File: src/hw/rtl/jdn_pkg.sv
package jdn_pkg;

	localparam int N_STAGES = 5;

	// Astronomical year (AD y is y, y BC is 1 - y) and signed day counts.
	typedef logic signed [15:0] yr_t;
	typedef logic signed [25:0] dn_t;

	typedef enum logic {
		CMD_TO_SERIAL = 1'b0,
		CMD_TO_DATE   = 1'b1
	} cmd_t;

	typedef enum logic [1:0] {
		ERR_OK    = 2'd0,
		ERR_DATE  = 2'd1,
		ERR_RANGE = 2'd2
	} err_t;

	typedef struct packed {
		logic [N_STAGES-1:0] en;
	} pipe_ctrl_t;

	// Serial day of 1 January 45 BC.
	localparam dn_t EPOCH_DAY = -26'sd735601;

	// Floor of v / 3 for v below 64.
	function automatic logic [4:0] div3(input logic [5:0] v);
		logic [11:0] p;
		p = 12'(v) * 12'd43;
		return p[11:7];
	endfunction

	function automatic logic is_leap(input yr_t y);
		yr_t v;
		logic [5:0] r;
		logic ret;
		v = y + 16'sd43;
		r = v[5:0] - 6'(div3(v[5:0])) * 6'd3;
		if (y <= -16'sd45) begin
			ret = (y[1:0] == 2'b00);
		end else if (y >= -16'sd43 && y <= -16'sd7) begin
			ret = (r == 6'd0);
		end else if (y >= 16'sd8) begin
			ret = (y[1:0] == 2'b00);
		end else begin
			ret = 1'b0;
		end
		return ret;
	endfunction

	// Leap days between 1 January 45 BC and 1 January of year y.
	function automatic yr_t leap_count(input yr_t y);
		yr_t k;
		yr_t t;
		yr_t ret;
		k = -(y + 16'sd44);
		t = y + 16'sd45;
		if (y <= -16'sd44) begin
			ret = -(k >>> 2);
		end else if (y <= -16'sd7) begin
			ret = yr_t'({1'b0, div3(t[5:0])});
		end else if (y <= 16'sd7) begin
			ret = 16'sd13;
		end else begin
			ret = 16'sd12 + ((y - 16'sd1) >>> 2);
		end
		return ret;
	endfunction

	// Days from 1 January 45 BC to 1 January of year y.
	function automatic dn_t year_start(input yr_t y);
		dn_t n;
		n = dn_t'(y) + 26'sd44;
		return n * 26'sd365 + dn_t'(leap_count(y));
	endfunction

	// Days before the first of month m in a common year.
	function automatic logic [8:0] cum_days(input logic [3:0] m);
		logic [8:0] ret;
		case (m)
			4'd1:    ret = 9'd0;
			4'd2:    ret = 9'd31;
			4'd3:    ret = 9'd59;
			4'd4:    ret = 9'd90;
			4'd5:    ret = 9'd120;
			4'd6:    ret = 9'd151;
			4'd7:    ret = 9'd181;
			4'd8:    ret = 9'd212;
			4'd9:    ret = 9'd243;
			4'd10:   ret = 9'd273;
			4'd11:   ret = 9'd304;
			4'd12:   ret = 9'd334;
			default: ret = 9'd0;
		endcase
		return ret;
	endfunction

endpackage

File: src/hw/rtl/jdn_pipe_ctrl.sv
module jdn_pipe_ctrl import jdn_pkg::*; (
	input  logic       clk,
	input  logic       arst_n,
	input  logic       in_valid,
	output logic       in_ready,
	output logic       out_valid,
	input  logic       out_ready,
	output pipe_ctrl_t ctrl
);

	logic [N_STAGES-1:0] vld_q;

	// A stage loads when it is empty or its word moves on in the same cycle.
	always_comb begin
		ctrl.en[N_STAGES-1] = !vld_q[N_STAGES-1] || out_ready;
		for (int i = N_STAGES - 2; i >= 0; i--) begin
			ctrl.en[i] = !vld_q[i] || ctrl.en[i+1];
		end
	end

	always_ff @(posedge clk or negedge arst_n) begin
		if (!arst_n) begin
			vld_q <= '0;
		end else begin
			if (ctrl.en[0]) begin
				vld_q[0] <= in_valid;
			end
			for (int i = 1; i < N_STAGES; i++) begin
				if (ctrl.en[i]) begin
					vld_q[i] <= vld_q[i-1];
				end
			end
		end
	end

	assign in_ready  = ctrl.en[0];
	assign out_valid = vld_q[N_STAGES-1];

endmodule

File: src/hw/rtl/jdn_date_path.sv
module jdn_date_path import jdn_pkg::*; #(
	parameter int MAX_YEAR = 9999
) (
	input  logic               clk,
	input  pipe_ctrl_t         ctrl,
	input  logic               era,
	input  logic        [13:0] year,
	input  logic        [3:0]  month,
	input  logic        [4:0]  day,
	output logic signed [23:0] serial,
	output logic               bad,
	output logic               era_echo,
	output logic        [13:0] year_echo,
	output logic        [3:0]  month_echo,
	output logic        [4:0]  day_echo
);

	function automatic logic [4:0] month_len(input logic [3:0] m, input logic lp);
		logic [4:0] ret;
		case (m)
			4'd2:    ret = lp ? 5'd29 : 5'd28;
			4'd4:    ret = 5'd30;
			4'd6:    ret = 5'd30;
			4'd9:    ret = 5'd30;
			4'd11:   ret = 5'd30;
			default: ret = 5'd31;
		endcase
		return ret;
	endfunction

	yr_t y_s1;
	logic bad_s1, bad_s2, bad_s3, bad_s4, bad_s5;
	logic era_s1, era_s2, era_s3, era_s4, era_s5;
	logic [13:0] year_s1, year_s2, year_s3, year_s4, year_s5;
	logic [3:0] month_s1, month_s2, month_s3, month_s4, month_s5;
	logic [4:0] day_s1, day_s2, day_s3, day_s4, day_s5;
	dn_t ys_s2;
	logic lp_s2;
	logic signed [23:0] s_s3;

	yr_t y_c;
	logic bad1_c, lp_c, bad2_c;
	dn_t s_c;

	always_comb begin
		y_c = era ? yr_t'({2'b00, year}) : 16'sd1 - yr_t'({2'b00, year});
		bad1_c = (year == 14'd0) || (32'(year) > MAX_YEAR) || (month == 4'd0)
			|| (month > 4'd12);
		lp_c = is_leap(y_s1);
		bad2_c = bad_s1 || (day_s1 == 5'd0) || (day_s1 > month_len(month_s1, lp_c));
		s_c = EPOCH_DAY + ys_s2 + dn_t'({17'd0, cum_days(month_s2)})
			+ dn_t'({25'd0, (lp_s2 && month_s2 > 4'd2)}) + dn_t'({21'd0, day_s2})
			- 26'sd1;
	end

	always_ff @(posedge clk) begin
		if (ctrl.en[0]) begin
			y_s1     <= y_c;
			bad_s1   <= bad1_c;
			era_s1   <= era;
			year_s1  <= year;
			month_s1 <= month;
			day_s1   <= day;
		end
		if (ctrl.en[1]) begin
			ys_s2    <= year_start(y_s1);
			lp_s2    <= lp_c;
			bad_s2   <= bad2_c;
			era_s2   <= era_s1;
			year_s2  <= year_s1;
			month_s2 <= month_s1;
			day_s2   <= day_s1;
		end
		if (ctrl.en[2]) begin
			s_s3     <= s_c[23:0];
			bad_s3   <= bad_s2;
			era_s3   <= era_s2;
			year_s3  <= year_s2;
			month_s3 <= month_s2;
			day_s3   <= day_s2;
		end
		if (ctrl.en[3]) begin
			bad_s4   <= bad_s3;
			era_s4   <= era_s3;
			year_s4  <= year_s3;
			month_s4 <= month_s3;
			day_s4   <= day_s3;
		end
		if (ctrl.en[4]) begin
			bad_s5   <= bad_s4;
			era_s5   <= era_s4;
			year_s5  <= year_s4;
			month_s5 <= month_s4;
			day_s5   <= day_s4;
		end
	end

	assign serial     = s_s3;
	assign bad        = bad_s5;
	assign era_echo   = era_s5;
	assign year_echo  = year_s5;
	assign month_echo = month_s5;
	assign day_echo   = day_s5;

endmodule

File: src/hw/rtl/jdn_serial_path.sv
module jdn_serial_path import jdn_pkg::*; #(
	parameter int MAX_YEAR = 9999
) (
	input  logic               clk,
	input  pipe_ctrl_t         ctrl,
	input  logic signed [23:0] serial_in,
	output logic signed [23:0] serial_echo,
	output logic               oor,
	output logic               era_out,
	output logic        [13:0] year_out,
	output logic        [3:0]  month_out,
	output logic        [4:0]  day_out
);

	// Floor of v / 1461 by reciprocal; exact for every v below 2**V_W.
	localparam int V_W     = 27;
	localparam int R_W     = 28;
	localparam int R_SHIFT = 38;
	localparam int Q_W     = 16;
	localparam int Q_BIAS  = 21000;
	localparam logic [R_W-1:0] RECIP = 28'd188143674;
	localparam logic signed [V_W:0] V_BIAS = 28'(1461 * Q_BIAS);
	localparam logic signed [Q_W:0] Y_BIAS = 17'(Q_BIAS + 44);

	dn_t d_s1, d_s2, d_s3;
	logic [V_W-1:0] v_s1;
	logic [Q_W-1:0] q_s2;
	logic signed [23:0] sin_s1, sin_s2, sin_s3;
	yr_t ye_s3;
	dn_t ysm_s3, ys0_s3, ysp_s3;
	logic [8:0] doy_s4;
	logic [14:0] ey_s4;
	logic era_s4, oor_s4, lp_s4;
	logic era_s5, oor_s5;
	logic [13:0] year_s5;
	logic [3:0] month_s5;
	logic [4:0] day_s5;

	dn_t d_c;
	logic signed [V_W:0] t_c;
	logic [V_W+R_W-1:0] prod_c;
	logic signed [Q_W:0] ye_w;
	yr_t ye_c;
	yr_t y_c;
	dn_t ys_c;
	dn_t doy_w;
	yr_t ey_c;
	logic [3:0] mon_c;
	logic [8:0] base_c;
	logic [8:0] dd_c;

	always_comb begin
		d_c = dn_t'(serial_in) - EPOCH_DAY;
		t_c = (28'(d_c) <<< 2) + V_BIAS;
		prod_c = 55'(v_s1) * 55'(RECIP);
		ye_w = signed'({1'b0, q_s2}) - Y_BIAS;
		ye_c = ye_w[15:0];
	end

	// The quotient estimate is at most one year off; one correction settles it.
	always_comb begin
		if (ys0_s3 > d_s3) begin
			y_c  = ye_s3 - 16'sd1;
			ys_c = ysm_s3;
		end else if (ysp_s3 <= d_s3) begin
			y_c  = ye_s3 + 16'sd1;
			ys_c = ysp_s3;
		end else begin
			y_c  = ye_s3;
			ys_c = ys0_s3;
		end
		doy_w = d_s3 - ys_c;
		ey_c = (y_c >= 16'sd1) ? y_c : 16'sd1 - y_c;
	end

	always_comb begin
		mon_c = 4'd1;
		for (int i = 2; i <= 12; i++) begin
			base_c = cum_days(4'(i)) + {8'd0, (lp_s4 && i > 2)};
			if (base_c <= doy_s4) begin
				mon_c = 4'(i);
			end
		end
		dd_c = doy_s4 - cum_days(mon_c) - {8'd0, (lp_s4 && mon_c > 4'd2)} + 9'd1;
	end

	always_ff @(posedge clk) begin
		if (ctrl.en[0]) begin
			d_s1   <= d_c;
			v_s1   <= t_c[V_W-1:0];
			sin_s1 <= serial_in;
		end
		if (ctrl.en[1]) begin
			d_s2   <= d_s1;
			q_s2   <= prod_c[R_SHIFT+Q_W-1:R_SHIFT];
			sin_s2 <= sin_s1;
		end
		if (ctrl.en[2]) begin
			d_s3   <= d_s2;
			ye_s3  <= ye_c;
			ysm_s3 <= year_start(ye_c - 16'sd1);
			ys0_s3 <= year_start(ye_c);
			ysp_s3 <= year_start(ye_c + 16'sd1);
			sin_s3 <= sin_s2;
		end
		if (ctrl.en[3]) begin
			doy_s4 <= doy_w[8:0];
			ey_s4  <= ey_c[14:0];
			era_s4 <= (y_c >= 16'sd1);
			oor_s4 <= (32'(ey_c[14:0]) > MAX_YEAR);
			lp_s4  <= is_leap(y_c);
		end
		if (ctrl.en[4]) begin
			era_s5   <= era_s4;
			oor_s5   <= oor_s4;
			year_s5  <= ey_s4[13:0];
			month_s5 <= mon_c;
			day_s5   <= dd_c[4:0];
		end
	end

	assign serial_echo = sin_s3;
	assign oor         = oor_s5;
	assign era_out     = era_s5;
	assign year_out    = year_s5;
	assign month_out   = month_s5;
	assign day_out     = day_s5;

endmodule

File: src/hw/rtl/jdn_weekday.sv
module jdn_weekday import jdn_pkg::*; (
	input  logic               clk,
	input  pipe_ctrl_t         ctrl,
	input  logic signed [23:0] serial,
	output logic signed [23:0] serial_out,
	output logic        [2:0]  weekday
);

	// Serial day 0 is a Thursday; the bias is 4 plus a multiple of 7 that
	// makes every 24-bit serial non-negative.
	localparam logic [24:0] WD_BIAS = 25'd14680068;

	logic signed [23:0] w_s4, w_s5;
	logic [5:0] sum_s4;
	logic [2:0] wd_s5;

	logic [24:0] u_c;
	logic [5:0] sum_c;
	logic [3:0] a_c;
	logic [3:0] m_c;

	// Eight is one modulo seven, so the octal digits can simply be summed.
	always_comb begin
		u_c = 25'(serial) + WD_BIAS;
		sum_c = {5'd0, u_c[24]};
		for (int i = 0; i < 8; i++) begin
			sum_c = sum_c + {3'd0, u_c[3*i +: 3]};
		end
		a_c = {1'b0, sum_s4[5:3]} + {1'b0, sum_s4[2:0]};
		if (a_c >= 4'd14) begin
			m_c = a_c - 4'd14;
		end else if (a_c >= 4'd7) begin
			m_c = a_c - 4'd7;
		end else begin
			m_c = a_c;
		end
	end

	always_ff @(posedge clk) begin
		if (ctrl.en[3]) begin
			w_s4   <= serial;
			sum_s4 <= sum_c;
		end
		if (ctrl.en[4]) begin
			w_s5  <= w_s4;
			wd_s5 <= m_c[2:0];
		end
	end

	assign serial_out = w_s5;
	assign weekday    = wd_s5;

endmodule

File: src/hw/rtl/julian_date_day_number_converter_unit.sv
// Julian calendar date / serial day number converter.
// Input words arrive on the s_axis channel: tuser selects the direction
// (0 turns the date fields into a serial day, 1 turns serial_in into a date)
// and tdata carries the date fields and serial_in. Every input word yields
// exactly one output word on the m_axis channel with the serial day, the
// date, the day of the week and an error code (1 for an invalid date,
// 2 for a serial whose year lies beyond MAX_YEAR in either era).
// The datapath is five register stages deep, and a new word can be accepted
// in every cycle while m_axis_tready is high. The stage count is set by the
// reciprocal multiply for the division by 1461 and the year-start evaluations
// that follow it.
// Reset clears every stage valid bit, so the pipeline comes up empty and
// ready. When m_axis_tready is low the words close up behind the held
// output word; s_axis_tready falls only once all five stages are full, and
// it follows m_axis_tready combinationally.
module julian_date_day_number_converter_unit import jdn_pkg::*; #(
	parameter int MAX_YEAR = 9999
) (
	input  logic        clk,
	input  logic        arst_n,
	input  logic        s_axis_tvalid,
	output logic        s_axis_tready,
	// era[0], year[14:1], month[18:15], day[23:19], serial_in[47:24]
	input  logic [47:0] s_axis_tdata,
	// command[0]
	input  logic        s_axis_tuser,
	output logic        m_axis_tvalid,
	input  logic        m_axis_tready,
	// serial_out[23:0], era_out[24], year_out[38:25], month_out[42:39],
	// day_out[47:43], weekday[50:48], error_code[52:51], zero[55:53]
	output logic [55:0] m_axis_tdata
);

	pipe_ctrl_t ctrl;

	cmd_t cmd_s1, cmd_s2, cmd_s3, cmd_s4, cmd_s5;

	logic signed [23:0] date_serial;
	logic date_bad, date_era;
	logic [13:0] date_year;
	logic [3:0] date_month;
	logic [4:0] date_day;

	logic signed [23:0] sin_echo;
	logic inv_oor, inv_era;
	logic [13:0] inv_year;
	logic [3:0] inv_month;
	logic [4:0] inv_day;

	logic signed [23:0] wd_serial_in;
	logic signed [23:0] wd_serial;
	logic [2:0] wd_day;

	logic signed [23:0] serial_o;
	logic era_o;
	logic [13:0] year_o;
	logic [3:0] month_o;
	logic [4:0] day_o;
	logic [2:0] weekday_o;
	err_t err_o;

	jdn_pipe_ctrl u_ctrl (
		.clk       (clk),
		.arst_n    (arst_n),
		.in_valid  (s_axis_tvalid),
		.in_ready  (s_axis_tready),
		.out_valid (m_axis_tvalid),
		.out_ready (m_axis_tready),
		.ctrl      (ctrl)
	);

	jdn_date_path #(
		.MAX_YEAR (MAX_YEAR)
	) u_date (
		.clk        (clk),
		.ctrl       (ctrl),
		.era        (s_axis_tdata[0]),
		.year       (s_axis_tdata[14:1]),
		.month      (s_axis_tdata[18:15]),
		.day        (s_axis_tdata[23:19]),
		.serial     (date_serial),
		.bad        (date_bad),
		.era_echo   (date_era),
		.year_echo  (date_year),
		.month_echo (date_month),
		.day_echo   (date_day)
	);

	jdn_serial_path #(
		.MAX_YEAR (MAX_YEAR)
	) u_serial (
		.clk         (clk),
		.ctrl        (ctrl),
		.serial_in   (s_axis_tdata[47:24]),
		.serial_echo (sin_echo),
		.oor         (inv_oor),
		.era_out     (inv_era),
		.year_out    (inv_year),
		.month_out   (inv_month),
		.day_out     (inv_day)
	);

	assign wd_serial_in = (cmd_s3 == CMD_TO_DATE) ? sin_echo : date_serial;

	jdn_weekday u_weekday (
		.clk        (clk),
		.ctrl       (ctrl),
		.serial     (wd_serial_in),
		.serial_out (wd_serial),
		.weekday    (wd_day)
	);

	always_ff @(posedge clk) begin
		if (ctrl.en[0]) begin
			cmd_s1 <= cmd_t'(s_axis_tuser);
		end
		if (ctrl.en[1]) begin
			cmd_s2 <= cmd_s1;
		end
		if (ctrl.en[2]) begin
			cmd_s3 <= cmd_s2;
		end
		if (ctrl.en[3]) begin
			cmd_s4 <= cmd_s3;
		end
		if (ctrl.en[4]) begin
			cmd_s5 <= cmd_s4;
		end
	end

	always_comb begin
		serial_o  = wd_serial;
		weekday_o = wd_day;
		era_o     = 1'b0;
		year_o    = '0;
		month_o   = '0;
		day_o     = '0;
		err_o     = ERR_OK;
		if (cmd_s5 == CMD_TO_SERIAL) begin
			if (date_bad) begin
				serial_o  = '0;
				weekday_o = '0;
				err_o     = ERR_DATE;
			end else begin
				era_o   = date_era;
				year_o  = date_year;
				month_o = date_month;
				day_o   = date_day;
			end
		end else begin
			if (inv_oor) begin
				err_o = ERR_RANGE;
			end else begin
				era_o   = inv_era;
				year_o  = inv_year;
				month_o = inv_month;
				day_o   = inv_day;
			end
		end
	end

	assign m_axis_tdata = {3'b000, err_o, weekday_o, day_o, month_o, year_o, era_o, serial_o};

endmodule
File: config.mk
export PLATFORM = sky130hd
export DESIGN_NAME = julian_date_day_number_converter_unit
export DESIGN_NICKNAME = d
export VERILOG_FILES = /design/src/hw/rtl/jdn_pkg.sv /design/src/hw/rtl/jdn_pipe_ctrl.sv /design/src/hw/rtl/jdn_date_path.sv /design/src/hw/rtl/jdn_serial_path.sv /design/src/hw/rtl/jdn_weekday.sv /design/src/hw/rtl/julian_date_day_number_converter_unit.sv
export SDC_FILE = /design/constraint.sdc
export NUM_CORES = 2
export LEC_CHECK = 0
export BUFFER_PORTS_ARGS = -buffer_cell sky130_fd_sc_hd__buf_2
export CELL_PAD_IN_SITES_DETAIL_PLACEMENT = 1
export CELL_PAD_IN_SITES_GLOBAL_PLACEMENT = 1
export CORE_AREA = 2 2 341 343
export DETAILED_ROUTE_END_ITERATION = 10
export DIE_AREA = 0 0 343 345
export PLACE_DENSITY_LB_ADDON = 0.1
export SYNTH_ARGS = -nofsm -noshare
export SYNTH_HDL_FRONTEND = slang
export SYNTH_HIERARCHICAL = 1
export SYNTH_SLANG_ARGS = --single-unit
File: constraint.sdc
create_clock -name clk -period 13.7 [get_ports clk]
set_clock_uncertainty 0.2 [all_clocks]
set_input_delay 1.37 -clock clk [delete_from_list [all_inputs] [get_ports clk]]
set_output_delay 1.37 -clock clk [all_outputs]
set_load 0.01 [all_outputs]
==> metrics.txt <==
final slew viol count 0; first-pass GRT wire length 259000 um; dpl ws 2.04 ns; Antenna Cells 0; CTS resizes 0; critical path peak fanout 20; Least-Margin Pin Slew 1.16 ns; # fillers 12600; fin cells 7373; htree depth 3; min-delay worst type flop to flop; clk buf depth 3; Worst Setup Start Kind flop; Post-route DRC 0; CTS tree yes; drt wl/cell 22.2 um; GP Congestion 0.896; DP Cell Count 7254; Final HPWL DP 136000 um; Placed Instance Area 0.0627 sq mm; critical path's slowest cell a2111oi_0; CP Capture Type flop; Yosys reg bits 579; slew margin rel. 22.6%; CTS Hold Buffers Added 0; status completed; CTS buffer count 67; Arr. time, crit path 11.85 ns; Period minus WS final 11.71 ns; final setup margin 1.99 ns; number of top-level pins 111; Yosys Warn Count 6; vias 41300; Synth Cell Area 0.0605 sq mm; vias in the first global route 45600; final hold vios 0; initial core utilization 52.5%; vias per cell 5.60; WP data required 13.84 ns; clock sink count 579; Placeable Area 0.115 sq mm; post-route antenna net violation count 0; final worst-path cycle share 85.5%; Final Setup Violations 0; Post-synth EDFFs 565; port bufs 107; Max stage delay on crit path 0.59 ns; pin count of the biggest net entering global routing 84; drt total wl 163000 um; Seq/Total Area, Yosys 28.6%; Post-synth ARST share 0.864%; MaxCap Viol Count 0; area grow syn2layout 7.19%; initial antenna violation count 12; Die W 343 um; CP Class flop to flop; die span in y 345 um; Total Nets Final 7321; post-synthesis cell type count 119; Mapped Avg Cell Area 10.6 sq um; Cells after Synth 5678; Fmax achieved 85.4 MHz; setup bufs post-CTS 0; Setup TNS Final 0 ns; clk root buf clkbuf_16; Rows 125; aggregate global-route resource usage 28.0%; Clk pin slew, worst setup/hold paths 0.06 ns; RSZ-0062 raised after global routing false; clk_lat worst skew 0.62 ns; total grt overflow 0; die area 0.118 sq mm; DRT iter0 DRCs 2294; crit-path most repeated cell ha_1; layout cell share with drive strength beyond 1 6.24%; Design Area, Final 0.0648 sq mm; drt pass-1 iters 5; main flop type after synthesis edfxtp_1
## cell type report
cell class / count / area [sq um] / area share [%]
sequential: 579 / 17300 / 26.7
multi-input combinational: 3803 / 38200 / 59.0
inverter: 1211 / 4550 / 7.02
timing repair buffer: 137 / 761 / 1.17
clock buffer: 77 / 1710 / 2.65
clock inverter: 42 / 384 / 0.593
tap: 1524 / 1910 / 2.94
## synth_stat cells, types with 10 or more instances
cell type | instances | area, sq um
a211o_1 | 10 | 87.6
a211oi_1 | 27 | 203
a21boi_0 | 11 | 82.6
a21o_1 | 66 | 495
a21oi_1 | 226 | 1130
a221oi_1 | 11 | 96.3
a22o_1 | 22 | 193
a22oi_1 | 10 | 75.1
a31oi_1 | 24 | 150
and2_1 | 53 | 332
and3_1 | 33 | 206
and4_1 | 11 | 96.3
buf_2 | 19 | 95.1
buf_4 | 11 | 82.6
buf_6 | 10 | 113
clkbuf_1 | 44 | 165
edfxtp_1 | 565 | 17000
fa_1 | 586 | 11700
ha_1 | 883 | 11000
inv_1 | 1202 | 4510
mux2_2 | 25 | 282
mux2i_1 | 12 | 120
nand2_1 | 227 | 852
nand2b_1 | 33 | 206
nand3_1 | 96 | 480
nand3b_1 | 10 | 75.1
nand4_1 | 45 | 282
nor2_1 | 235 | 882
nor2b_1 | 38 | 238
nor3_1 | 78 | 390
nor4_1 | 31 | 194
o211ai_1 | 17 | 128
o21a_1 | 38 | 285
o21ai_0 | 121 | 606
o21bai_1 | 25 | 188
o22ai_1 | 29 | 181
o31ai_1 | 13 | 97.6
or2_2 | 17 | 106
or3_1 | 31 | 194
or4_1 | 10 | 75.1
xnor2_1 | 339 | 2970
xor2_1 | 156 | 1370
## state kept, by name, summed over array words and instances, names as in the netlist, 15 cells and up, named ones only
register / flops
u_serial/ye_s3: 16
u_serial/d_s3: 25
u_date/ys_s2: 24
u_serial/sin_s2: 24
u_serial/ys0_s3: 26
u_weekday/serial_out: 24
u_weekday/w_s4: 24
u_serial/v_s1: 24
u_serial/sin_s1: 24
u_serial/d_s1: 25
u_date/serial: 24
u_serial/d_s2: 25
u_serial/ysp_s3: 26
u_serial/serial_echo: 24
u_date/y_s1: 15
u_serial/q_s2: 16
## logic make-up (layout without fill, tap and decap cells)
family	Yosys count	after routing	share of synthesized area [%]
other	1	3	0.00620
AO/OA/AOI/OAI	791	791	8.91
AND/OR/NAND/NOR	1002	1002	8.55
flip-flops	579	579	28.6
buffers and inverters	1298	1467	8.29
adder cells (fa/ha/maj)	1469	1469	37.7
multiplexers	40	40	0.739
XOR/XNOR	498	498	7.25
## worst paths after layout
check / slack [ns] / to / from / depth (start not counted)
max: 1.99 / u_serial/ysp_s3[24] / u_serial/q_s2[2] / 47
min: 0.21 / u_date/year_s4[8] / u_date/year_s3[8] / 0
max reg2reg: 1.99 / u_serial/ysp_s3[24] / u_serial/q_s2[2] / 47
min reg2reg: 0.21 / u_date/year_s4[8] / u_date/year_s3[8] / 0
max in group asynchronous: 12.79 / u_ctrl/vld_q[1] / arst_n / 1
min in group asynchronous: 0.38 / u_ctrl/vld_q[4] / arst_n / 1
## routing by layer
layer / up-vias / share of wire, % / GRT usage (%)
li1: 19300 / - / -
met1: 21000 / 44 / 37.4
met2: 809 / 50 / 48.9
met3: 231 / 3.5 / 2.61
met4: 18 / 2.8 / 7.39
met5: - / 0.072 / 0
## placed cells by master, fill, tap and decap left out, types with 12 or more instances in the layout
cell type and instances:
a211oi_1 27, a21o_1 66, a21oi_1 226, a22o_1 22
a31oi_1 24, and2_1 53, and3_1 33, buf_2 107
buf_4 30, clkbuf_16 67, clkinv_1 15, edfxtp_1 565
fa_1 586, ha_1 883, inv_1 1201, mux2_2 25
mux2i_1 12, nand2_1 226, nand2b_1 32, nand3_1 95
nand4_1 45, nor2_1 235, nor2b_1 38, nor3_1 78
nor4_1 31, o211ai_1 17, o21a_1 38, o21ai_0 121
o21bai_1 25, o22ai_1 29, o31ai_1 12, or2_2 17
or3_1 31, xnor2_1 339, xor2_1 156
## critical path, delay by kind of cell (launching register included)
family | cells | cell delay [ns]
fa+ha+maj | 10 | 3.72
xor+xnor | 4 | 1.18
buf+inv | 9 | 1.23
compound gates | 19 | 4.13
flops | 1 | 0.32
simple gates | 5 | 0.60
## through the flow
step / hold WS, ns / util [%]
finish: 0.211 / 56.3
global route: 0.222 / 56.3
CTS: 0.210 / 56.3
detailed placement: 0.205 / 54.5
global placement: 0.202 / 54.5
floorplan: 0.200 / -
Power is left out: the tool's default activity adds up to more than one toggle a clock period on the data nets, which glitch-free logic cannot reach.
